==> config.mk <==
export PLATFORM = sky130hd
export DESIGN_NAME = ws2812_frame_symbol_encoder_flat
export DESIGN_NICKNAME = d
export VERILOG_FILES = /design/src/rtl/core/wsfse_pkg.sv /design/src/rtl/core/wsfse_if.sv /design/src/rtl/core/ws2812_frame_symbol_encoder.sv /design/src/flat_wrapper.sv
export SDC_FILE = /design/constraint.sdc
export NUM_CORES = 1
export LEC_CHECK = 0
export BUFFER_PORTS_ARGS = -buffer_cell sky130_fd_sc_hd__buf_2
export CAP_MARGIN = 40
export CORE_ASPECT_RATIO = 1.75
export CORE_MARGIN = 2
export CORE_UTILIZATION = 40
export DETAILED_ROUTE_END_ITERATION = 8
export MAX_ROUTING_LAYER = met4
export PLACE_DENSITY_LB_ADDON = 0.3
export SYNTH_ARGS = -nofsm -noshare
export SYNTH_HDL_FRONTEND = slang
export SYNTH_SLANG_ARGS = --single-unit
==> constraint.sdc <==
create_clock -name clk -period 5.05 [get_ports clk]
set_input_delay 1.2625 -clock clk [delete_from_list [all_inputs] [get_ports clk]]
set_output_delay 1.2625 -clock clk [all_outputs]
set_load 0.05 [all_outputs]
==> src/rtl/core/wsfse_pkg.sv <==
// Shared types and constants for the LED chain symbol encoder.
`default_nettype none
package wsfse_pkg;

	typedef enum logic [1:0] {
		FUNC_WRITE = 2'd0,
		FUNC_START = 2'd1,
		FUNC_TICK  = 2'd2
	} func_t;

	typedef logic [1:0] led_idx_t;
	typedef logic [7:0] byte_t;
	typedef logic [23:0] color_t;

	localparam int CFG_IW = 1;
	typedef logic [CFG_IW-1:0] cfg_idx_t;

	localparam cfg_idx_t CFG_ONE_SYMBOL  = 1'b0;
	localparam cfg_idx_t CFG_ZERO_SYMBOL = 1'b1;

	localparam byte_t ONE_SYMBOL_RST  = 8'd248;
	localparam byte_t ZERO_SYMBOL_RST = 8'd192;

	localparam logic [4:0] BIT_LAST = 5'd23;
	localparam byte_t IDLE_BYTE = 8'h00;

endpackage
`default_nettype wire

==> src/rtl/core/wsfse_if.sv <==
// Valid/ready channel interfaces: input items, result items, register writes.
`default_nettype none
interface wsfse_in_if;
	logic                valid;
	logic                ready;
	logic [1:0]          func;
	wsfse_pkg::led_idx_t led_index;
	wsfse_pkg::byte_t    red;
	wsfse_pkg::byte_t    green;
	wsfse_pkg::byte_t    blue;

	modport source (output valid, func, led_index, red, green, blue, input ready);
	modport sink (input valid, func, led_index, red, green, blue, output ready);
endinterface

interface wsfse_out_if;
	logic             valid;
	logic             ready;
	logic             accepted;
	logic             symbol_valid;
	wsfse_pkg::byte_t symbol;
	logic             last_symbol;
	logic             busy_res;

	modport source (output valid, accepted, symbol_valid, symbol, last_symbol, busy_res,
		input ready);
	modport sink (input valid, accepted, symbol_valid, symbol, last_symbol, busy_res,
		output ready);
endinterface

interface wsfse_cfg_if;
	logic                valid;
	logic                ready;
	wsfse_pkg::cfg_idx_t index;
	wsfse_pkg::byte_t    data;

	modport source (output valid, index, data, input ready);
	modport sink (input valid, index, data, output ready);
endinterface
`default_nettype wire

==> src/rtl/core/ws2812_frame_symbol_encoder.sv <==
// Frame symbol encoder: color store in a synchronous memory, one serial byte per tick.
//
// Channels: item (sink) carries commands: write a color, start a frame, or tick.
// result (source) returns one word per item: accepted, symbol_valid, symbol,
// last_symbol and busy_res. cfg (sink) writes one_symbol (index 0) and
// zero_symbol (index 1); it is always ready and may be written at any time.
// A frame is RESET_BYTES zero bytes followed by 24 symbol bytes per LED,
// green-red-blue, most significant bit first; one tick emits one byte.
// Each item is captured in the idle state and executed in the EXEC state, which
// forms the byte from the registered read of the color memory and updates the
// frame counters. Items are taken one at a time: no new item is taken until the
// previous one has been executed and its result word registered.
// A new item is taken while the previous result word is being taken in the same
// cycle; if the receiver stalls, the result word holds and no further item is
// accepted. Reset clears the frame state, restores the symbol registers to
// 248 and 192, and marks every color entry empty (reads as zero) at once.
`default_nettype none
module ws2812_frame_symbol_encoder #(
	parameter int LED_COUNT   = 4,
	parameter int RESET_BYTES = 48
) (
	input  wire logic   clk,
	input  wire logic   arst_n,
	wsfse_in_if.sink    item,
	wsfse_out_if.source result,
	wsfse_cfg_if.sink   cfg
);
	import wsfse_pkg::*;

	localparam int MEM_DEPTH = (LED_COUNT < 4) ? LED_COUNT : 4;
	localparam int MEM_AW    = (MEM_DEPTH > 1) ? $clog2(MEM_DEPTH) : 1;
	localparam int LED_W     = (LED_COUNT > 1) ? $clog2(LED_COUNT) : 1;
	localparam int RST_W     = (RESET_BYTES > 0) ? $clog2(RESET_BYTES + 1) : 1;

	localparam logic [RST_W-1:0] RST_END  = RST_W'(RESET_BYTES);
	localparam logic [LED_W-1:0] LED_LAST = LED_W'(LED_COUNT - 1);
	localparam logic [8:0]       LED_NUM  = 9'(LED_COUNT);
	localparam logic [8:0]       MEM_NUM  = 9'(MEM_DEPTH);

	localparam logic ST_IDLE = 1'b0;
	localparam logic ST_EXEC = 1'b1;

	logic state_q;

	// captured command
	logic [1:0]  func_q;
	led_idx_t    idx_q;
	color_t      color_q;

	// frame state
	logic             busy_q;
	logic [RST_W-1:0] rst_cnt_q;
	logic [LED_W-1:0] led_q;
	logic [4:0]       bit_q;

	byte_t one_sym_q;
	byte_t zero_sym_q;

	// color memory and per-entry written flags
	color_t mem [MEM_DEPTH];
	logic   vld_q [MEM_DEPTH];
	color_t rd_data_s1;
	logic   rd_ok_s1;

	// result word
	logic  out_vld_q;
	logic  acc_q;
	logic  sym_vld_q;
	byte_t sym_q;
	logic  last_q;
	logic  busy_res_q;

	logic             take;
	logic             mem_we;
	logic [MEM_AW-1:0] wr_addr;
	logic [MEM_AW-1:0] rd_addr;
	logic             rd_in_range;
	logic             in_rst;
	logic             frame_end;
	logic             data_bit;

	// next-state values
	logic             acc_d;
	logic             sym_vld_d;
	byte_t            sym_d;
	logic             last_d;
	logic             busy_d;
	logic [RST_W-1:0] rst_cnt_d;
	logic [LED_W-1:0] led_d;
	logic [4:0]       bit_d;

	assign take         = item.valid && item.ready;
	assign item.ready   = (state_q == ST_IDLE) && (!out_vld_q || result.ready);
	assign cfg.ready    = 1'b1;

	assign result.valid        = out_vld_q;
	assign result.accepted     = acc_q;
	assign result.symbol_valid = sym_vld_q;
	assign result.symbol       = sym_q;
	assign result.last_symbol  = last_q;
	assign result.busy_res     = busy_res_q;

	assign wr_addr     = idx_q[MEM_AW-1:0];
	assign rd_addr     = led_q[MEM_AW-1:0];
	assign rd_in_range = (9'(led_q) < MEM_NUM);
	assign in_rst      = (rst_cnt_q != RST_END);
	assign frame_end   = (led_q == LED_LAST) && (bit_q == BIT_LAST);
	assign data_bit    = rd_ok_s1 && rd_data_s1[BIT_LAST - bit_q];

	always_comb begin
		acc_d     = 1'b0;
		sym_vld_d = 1'b0;
		sym_d     = IDLE_BYTE;
		last_d    = 1'b0;
		busy_d    = busy_q;
		rst_cnt_d = rst_cnt_q;
		led_d     = led_q;
		bit_d     = bit_q;
		mem_we    = 1'b0;
		case (func_q)
			FUNC_WRITE: begin
				if (!busy_q && ({7'd0, idx_q} < LED_NUM)) begin
					mem_we = 1'b1;
					acc_d  = 1'b1;
				end
			end
			FUNC_START: begin
				if (!busy_q) begin
					busy_d    = 1'b1;
					rst_cnt_d = '0;
					led_d     = '0;
					bit_d     = '0;
					acc_d     = 1'b1;
				end
			end
			FUNC_TICK: begin
				if (busy_q) begin
					sym_vld_d = 1'b1;
					if (in_rst) begin
						rst_cnt_d = rst_cnt_q + 1'b1;
					end else begin
						sym_d = data_bit ? one_sym_q : zero_sym_q;
						if (frame_end) begin
							// close the frame and rewind
							last_d    = 1'b1;
							busy_d    = 1'b0;
							rst_cnt_d = '0;
							led_d     = '0;
							bit_d     = '0;
						end else if (bit_q == BIT_LAST) begin
							bit_d = '0;
							led_d = led_q + 1'b1;
						end else begin
							bit_d = bit_q + 1'b1;
						end
					end
				end
			end
			default: begin
			end
		endcase
	end

	always_ff @(posedge clk or negedge arst_n) begin
		if (!arst_n) begin
			state_q    <= ST_IDLE;
			busy_q     <= 1'b0;
			rst_cnt_q  <= '0;
			led_q      <= '0;
			bit_q      <= '0;
			out_vld_q  <= 1'b0;
			one_sym_q  <= ONE_SYMBOL_RST;
			zero_sym_q <= ZERO_SYMBOL_RST;
			for (int i = 0; i < MEM_DEPTH; i++) begin
				vld_q[i] <= 1'b0;
			end
		end else begin
			if (cfg.valid) begin
				unique case (cfg.index)
					CFG_ONE_SYMBOL:  one_sym_q  <= cfg.data;
					CFG_ZERO_SYMBOL: zero_sym_q <= cfg.data;
					default: begin
					end
				endcase
			end
			unique case (state_q)
				ST_IDLE: begin
					if (result.ready) begin
						out_vld_q <= 1'b0;
					end
					if (take) begin
						state_q <= ST_EXEC;
					end
				end
				ST_EXEC: begin
					state_q   <= ST_IDLE;
					out_vld_q <= 1'b1;
					busy_q    <= busy_d;
					rst_cnt_q <= rst_cnt_d;
					led_q     <= led_d;
					bit_q     <= bit_d;
					if (mem_we) begin
						vld_q[wr_addr] <= 1'b1;
					end
				end
				default: state_q <= ST_IDLE;
			endcase
		end
	end

	// command capture, result payload and the color memory
	always_ff @(posedge clk) begin
		if (take) begin
			func_q  <= item.func;
			idx_q   <= item.led_index;
			color_q <= {item.green, item.red, item.blue};
		end
		if (state_q == ST_EXEC) begin
			acc_q      <= acc_d;
			sym_vld_q  <= sym_vld_d;
			sym_q      <= sym_d;
			last_q     <= last_d;
			busy_res_q <= busy_d;
		end
		if ((state_q == ST_EXEC) && mem_we) begin
			mem[wr_addr] <= color_q;
		end
		rd_data_s1 <= mem[rd_addr];
		rd_ok_s1   <= rd_in_range && vld_q[rd_addr];
	end

endmodule
`default_nettype wire
==> src/flat_wrapper.sv <==
// flat-port wrapper written by rule: the top's interface ports become plain ports
module ws2812_frame_symbol_encoder_flat import wsfse_pkg::*;
#(
	parameter int LED_COUNT   = 4,
	parameter int RESET_BYTES = 48
)
  (clk, arst_n, item_valid, item_func, item_led_index, item_red, item_green, item_blue, item_ready, result_valid, result_accepted, result_symbol_valid, result_symbol, result_last_symbol, result_busy_res, result_ready, cfg_valid, cfg_index, cfg_data, cfg_ready);
  wsfse_in_if item_i ();
  wsfse_out_if result_i ();
  wsfse_cfg_if cfg_i ();
  input  wire logic clk;
  input  wire logic arst_n;
  input wire logic [$bits(item_i.valid)-1:0] item_valid;
  input wire logic [$bits(item_i.func)-1:0] item_func;
  input wire logic [$bits(item_i.led_index)-1:0] item_led_index;
  input wire logic [$bits(item_i.red)-1:0] item_red;
  input wire logic [$bits(item_i.green)-1:0] item_green;
  input wire logic [$bits(item_i.blue)-1:0] item_blue;
  output wire logic [$bits(item_i.ready)-1:0] item_ready;
  output wire logic [$bits(result_i.valid)-1:0] result_valid;
  output wire logic [$bits(result_i.accepted)-1:0] result_accepted;
  output wire logic [$bits(result_i.symbol_valid)-1:0] result_symbol_valid;
  output wire logic [$bits(result_i.symbol)-1:0] result_symbol;
  output wire logic [$bits(result_i.last_symbol)-1:0] result_last_symbol;
  output wire logic [$bits(result_i.busy_res)-1:0] result_busy_res;
  input wire logic [$bits(result_i.ready)-1:0] result_ready;
  input wire logic [$bits(cfg_i.valid)-1:0] cfg_valid;
  input wire logic [$bits(cfg_i.index)-1:0] cfg_index;
  input wire logic [$bits(cfg_i.data)-1:0] cfg_data;
  output wire logic [$bits(cfg_i.ready)-1:0] cfg_ready;
  assign item_i.valid = item_valid;
  assign item_i.func = item_func;
  assign item_i.led_index = item_led_index;
  assign item_i.red = item_red;
  assign item_i.green = item_green;
  assign item_i.blue = item_blue;
  assign item_ready = item_i.ready;
  assign result_valid = result_i.valid;
  assign result_accepted = result_i.accepted;
  assign result_symbol_valid = result_i.symbol_valid;
  assign result_symbol = result_i.symbol;
  assign result_last_symbol = result_i.last_symbol;
  assign result_busy_res = result_i.busy_res;
  assign result_i.ready = result_ready;
  assign cfg_i.valid = cfg_valid;
  assign cfg_i.index = cfg_index;
  assign cfg_i.data = cfg_data;
  assign cfg_ready = cfg_i.ready;
  ws2812_frame_symbol_encoder #(.LED_COUNT(LED_COUNT), .RESET_BYTES(RESET_BYTES)) u_core (.clk(clk), .arst_n(arst_n), .item(item_i), .result(result_i), .cfg(cfg_i));
endmodule
### After elaboration in Yosys (flattened, before gate mapping)

Memories as Yosys holds them, arrays and structs flattened. A register that Yosys moved wholly into a read port is not among the register bits.
Index checks and enable logic that the tools add are counted.

| storage, ports and cells | value |
|---|---|
| memories | 1 |
| register bits after elaboration | 77 |
| logic and storage cells | 105 |
| memory bits (writable) | 96 |
| input bits | 42 |

| operators by class | value |
|---|---|
| equality and inequality tests | 11 |
| add/subtract/negate cells | 4 |
| $lt $le $gt $ge | 4 |
| reductions and logical operators | 18 |
| multiplexer cells | 39 |
| bitwise logic cells | 7 |

Memories:

| memory | depth | width | rd ports | clocked after Yosys merged registers in | wr ports | RTL line | RTL |
|---|---|---|---|---|---|---|---|
| u_core.mem | 4 | 24 | 1 | 1 | 1 | ws2812_frame_symbol_encoder.sv:60 | `color_t mem [MEM_DEPTH];` |

Operators with widths:

| cell | number |
|---|---|
| $mux W5 | 5 |
| $mux W6 | 4 |
| $mux W1 | 15 |
| $pmux W6 S2 | 1 |
| $mux W2 | 5 |
| $pmux W5 S2 | 1 |
| $reduce_and A5 Y1 | 2 |
| $mux W8 | 1 |
| $add A6 B1 Y6 const B | 1 |
| $ge A3 B3 Y1 const B | 2 |
| $logic_and A1 B1 Y1 | 6 |
| $lt A5 B6 Y1 const B | 1 |
| $ne A2 B2 Y1 const B | 3 |
| $ne A3 B1 Y1 const B | 2 |
| $ne A6 B6 Y1 const B | 1 |
| $not A2 Y3 | 2 |
| $pmux W1 S2 | 3 |
| $reduce_and A2 Y1 | 3 |
| $reduce_and A6 Y1 | 1 |
| $add A5 B1 Y5 const B | 1 |
| $bmux W1 S5 | 1 |
| $eq A5 B5 Y1 const B | 1 |
| $sub A5 B5 Y5 const A | 1 |
| $eq A2 B2 Y1 const B | 2 |
| other kinds (15) | 18 |

### Depth between registers and ports, before layout

| depth | value |
|---|---|
| word-level depth | 6 |
| mapped depth | 9 |
| mapped depth without buffers | 8 |

### Worst setup path before layout

No wires, ideal clock.

| timing path | value |
|---|---|
| path type | register -> register |
| start | register u_core.state_q |
| end | memory u_core.mem[0][0] in the netlist's numbering (enable) |
| setup time | 0.468 ns |
| arrival time | 3.103 ns |
| path buffers | 0 |
| required time | 4.582 ns |
| clock period less this slack | 3.571 ns |
| cell stages (with the launch flop) | 3 |
| setup slack | 1.479 ns |
| cell sequence | dfrtp_1 nand2_1 nor4_1 |

| between the ends | value |
|---|---|
| longest elaborated chain between the ends | 3 |

RTL lines:

| element | RTL line | RTL |
|---|---|---|
| start, declared | ws2812_frame_symbol_encoder.sv:43 | `logic state_q;` |
| start signal, assigned | ws2812_frame_symbol_encoder.sv:166 | `state_q <= ST_IDLE;` |
| start signal, assigned | ws2812_frame_symbol_encoder.sv:192 | `state_q <= ST_EXEC;` |
| start signal, assigned | ws2812_frame_symbol_encoder.sv:196 | `state_q <= ST_IDLE;` |
| $logic_and A1 B1 Y1 | ws2812_frame_symbol_encoder.sv:225 | `if ((state_q == ST_EXEC) && mem_we) begin` |
| $mux W1 | ws2812_frame_symbol_encoder.sv:225 |  |
| $mux W1 (implied by the code) | ws2812_frame_symbol_encoder.sv:226 | `mem[wr_addr] <= color_q;` |
| end, declared | ws2812_frame_symbol_encoder.sv:60 |  |

No other way between the ends.

### Final worst setup path

| timing path | value |
|---|---|
| start | input result_ready |
| end | output item_ready |

| between the ends | value |
|---|---|
| longest elaborated chain between the ends | 2 |

RTL lines:

| element | RTL line | RTL |
|---|---|---|
| start, declared | flat_wrapper.sv:26 | `input wire logic [$bits(result_i.ready)-1:0] result_ready;` |
| $logic_or A1 B1 Y1 | ws2812_frame_symbol_encoder.sv:93 | `assign item.ready = (state_q == ST_IDLE) && (!out_vld_q \|\| result.ready);` |
| $logic_and A1 B1 Y1 | ws2812_frame_symbol_encoder.sv:93 |  |
| end, declared | flat_wrapper.sv:19 | `output wire logic [$bits(item_i.ready)-1:0] item_ready;` |

No other way between the ends.

==> metrics.yaml <==
drt:
  routed_wire_length_per_instance_um: 16.2
  detail_route.iter0.violations: 179
  antenna_violating_nets_post_route: 0
  drtPass1Iterations: 5
  drt-total-wl_mm: 11.5
  vias_per_cell: 4.91
  route.detailed.drc: 0
  vias: 3485
clock_network:
  tritoncts: "built"
  path_clk_slew_ns: 0.07
  cts-root-to-sink-buffers: 2
  tritoncts_num_sinks: 197
  postCtsResizedCells: 0
  cts_root_buffer: "clkbuf_16"
  clk_latency_ns: 0.43
  postCtsSetupBuffers: 0
  cts_buffers: 17
  htree_levels: 4
  ctsHoldBuffers: 0
synth:
  syn_nets: 445
  syn_avg_cell_area_um2: 18.5
  synth_enable_flop_cells: 136
  post_synth_fa_ha_maj_area_fraction: 0.0137
  synth.distinct_cells: 48
  synth_area_mm2: 0.00730
  synth_async_sr_flop_share: 0.183
  synth_xor_xnor_area_share: 0.00120
  ys.warnings.count: 0
  post_synthesis_sequential_element_count: 197
  post_synth_inst_count: 395
  synth_largest_area_cell: "edfxtp_1"
  synth_sequential_area_ratio: 0.752
  netlist_top_cells_count: "136 x edfxtp_1, 29 x dfrtp_1, 28 x mux4_2, 28 x nand2_1, 25 x dfxtp_1"
  largest_family_of_logic_cells_by_synthesized_area: "multiplexers"
  synth_simple_gate_area_share: 0.0535
  synth.top_cells.by_area: "edfxtp_1 56%, dfrtp_1 9.9%, mux4_2 8.6%, dfxtp_1 6.9%, mux2_2 2.6%"
  ys.flop_type: "edfxtp_1"
  netlist.area_leader.share: 0.559
  synthMostInstantiatedCell: "edfxtp_1"
  synthMuxAreaShare: 0.136
  synth_compound_area_frac: 0.0255
die:
  chipWidth_um: 106
  core_region_mm2: 0.0180
  floorplan.initialDensity: 0.406
  rows: 65
  dieHeight_um: 183
  die_area_mm2: 0.0194
  top_level_ports: 57
power_and_ir_drop:
  peakVddDrop_mv: 0.269
  total_power_uw: 3660
  total_leakage_power_uw: 0.00302
  power_density_mw_per_mm2: 433
worst_setup_path:
  critPathArrivalTime_ns: 1.89
  worstSetupPathType: "input pin to output pin"
  startpoint_type: "input pin"
  nature_of_the_critical_path_endpoint: "output pin"
  reg2reg_setup_slack_ns: 2.82
  critical_path.max_fanout: 4
  worst-endpoint-required_ns: 3.79
status:
  outcome: "finished, final reports clean"
run:
  max_capacitance_violation_count: 0
sta:
  worst_slew_margin_relative_to_its_limit: 0.444
  maxClockFrequency_mhz: 317
  worst_slew_pin_slew_ns: 0.835
  drv_slew: 0
  unrepaired_setup_endpoints_after_global_routing: "no"
  layout_worst_path_cycle_share: 0.624
  final.min_clock_period_ns: 3.15
  fin_skew_ns: 0.00993
  report.final.setup_viol: 0
  fin_tns_setup_ns: 0
  hold_viol_final: 0
place:
  detailedPlacementHpwl_mm: 7.30
  finalWeightedCongestion: 0.710
  port_buffers: 55
global_route:
  first_pass_grt_wire_length_mm: 19.2
  track_usage: 0.136
  grt-ovfl-total: 0
  grt.met2_usage: 0.239
  met1_usage: 0.144
  number_of_global_route_vias_before_repair: 3788
  number_of_antenna_violations_at_the_first_check_in_global_routing: 0
  layer_with_the_highest_usage: "met2"
  use_met3: 0.0309
  grt_start_max_net_pins: 37
finish:
  design.final.nets: 513
  fillCellCount: 1507
  share_of_cells_above_drive_strength_1: 0.338
  layout.core_utilization: 0.470
  antenna-diode-count: 0
  area_growth_pct: 15.7
  seq_area_mm2: 0.00549
  area_used_by_multi_input_combinational_logic_mm2: 0.00170
hold_path:
  worst_hold_path_type: "flip-flop to flip-flop"
cells by family after synthesis:
| kind of cell | after synthesis |
|---|---|
| other cells | 1 |
| simple gates | 75 |
| xor+xnor | 1 |
| buf+inv | 26 |
| mux | 59 |
| flops | 197 |
| fa+ha+maj | 8 |
| compound gates | 28 |
cell type report:
class,instances,area share
clock buffer,19,0.0538
clock inverter,13,0.0135
inverter,12,0.00533
multi-input combinational,172,0.201
sequential,197,0.650
tap,234,0.0347
timing repair buffer,63,0.0412
layout by cell type, fill, tap and decap left out, types with 7 or more instances in the layout:
cell	count
mux2i_1	12
nand3_1	7
mux4_2	28
dfstp_2	7
nand2_1	28
clkbuf_16	18
ha_1	8
dfxtp_1	25
mux2_2	17
buf_2	55
nor2_1	9
o21ai_0	12
inv_1	12
dfrtp_1	29
edfxtp_1	136
buf_4	7
sequential cells by signal (all words and copies together), names as in the netlist:
register                    count
u_core.rd_ok_s1                 1
u_core.result.valid             1
u_core.mem                     96
u_core.idx_q                    2
u_core.result.symbol_valid      1
u_core.func_q                   2
u_core.busy_q                   1
u_core.led_q                    2
u_core.state_q                  1
u_core.rd_data_s1              24
u_core.one_sym_q                8
u_core.zero_sym_q               8
u_core.result.symbol            8
u_core.bit_q                    5
u_core.result.busy_res          1
u_core.rst_cnt_q                6
u_core.vld_q                    4
u_core.color_q                 24
u_core.result.last_symbol       1
u_core.result.accepted          1
power breakdown:
group / leakage [µW] / switching [µW] / internal, µW / total (µW)
clock network: 0.000278 / 597 / 675 / 1270
registers: 0.00190 / 62.1 / 1880 / 1950
logic: 0.000841 / 223 / 215 / 438
path summary, 6_finish.rpt:
kind                                             start                               endpoint  cells after the start
setup / recovery                          result_ready                             item_ready                      4
hold / removal             u_core.vld_q[1]$_DFFE_PN0P_            u_core.vld_q[1]$_DFFE_PN0P_                      1
setup reg to reg           u_core.bit_q[0]$_DFFE_PN0P_  u_core.result.symbol[3]$_SDFFCE_PP0P_                      6
hold reg to reg            u_core.vld_q[1]$_DFFE_PN0P_            u_core.vld_q[1]$_DFFE_PN0P_                      1
max in group asynchronous                       arst_n       u_core.zero_sym_q[3]$_DFFE_PN0P_                      1
min in group asynchronous                       arst_n        u_core.rst_cnt_q[3]$_DFFE_PN0P_                      1
worst max-delay path: stages:
cell and delay (ns):
buf_2 0.07, inv_1 0.03, a21oi_1 0.21, buf_2 0.31
stage by stage:
stage	setup slack, ns	hold slack (ns)	instance area, µm²	std cells
floorplan	1.48	0.434	7300	395
global placement	1.93	0.448	7860	677
detailed placement	1.89	0.458	7880	678
CTS	1.89	0.474	8450	710
global route	1.80	0.494	8450	710
finish	1.90	0.472	8450	710
layer usage:
layer,up-vias,part of all wire
met5,-,0
met4,0,0.021
met3,17,0.033
met2,59,0.55
met1,1766,0.40
li1,1643,-
No activity file was read; power rests on OpenSTA's default activity.
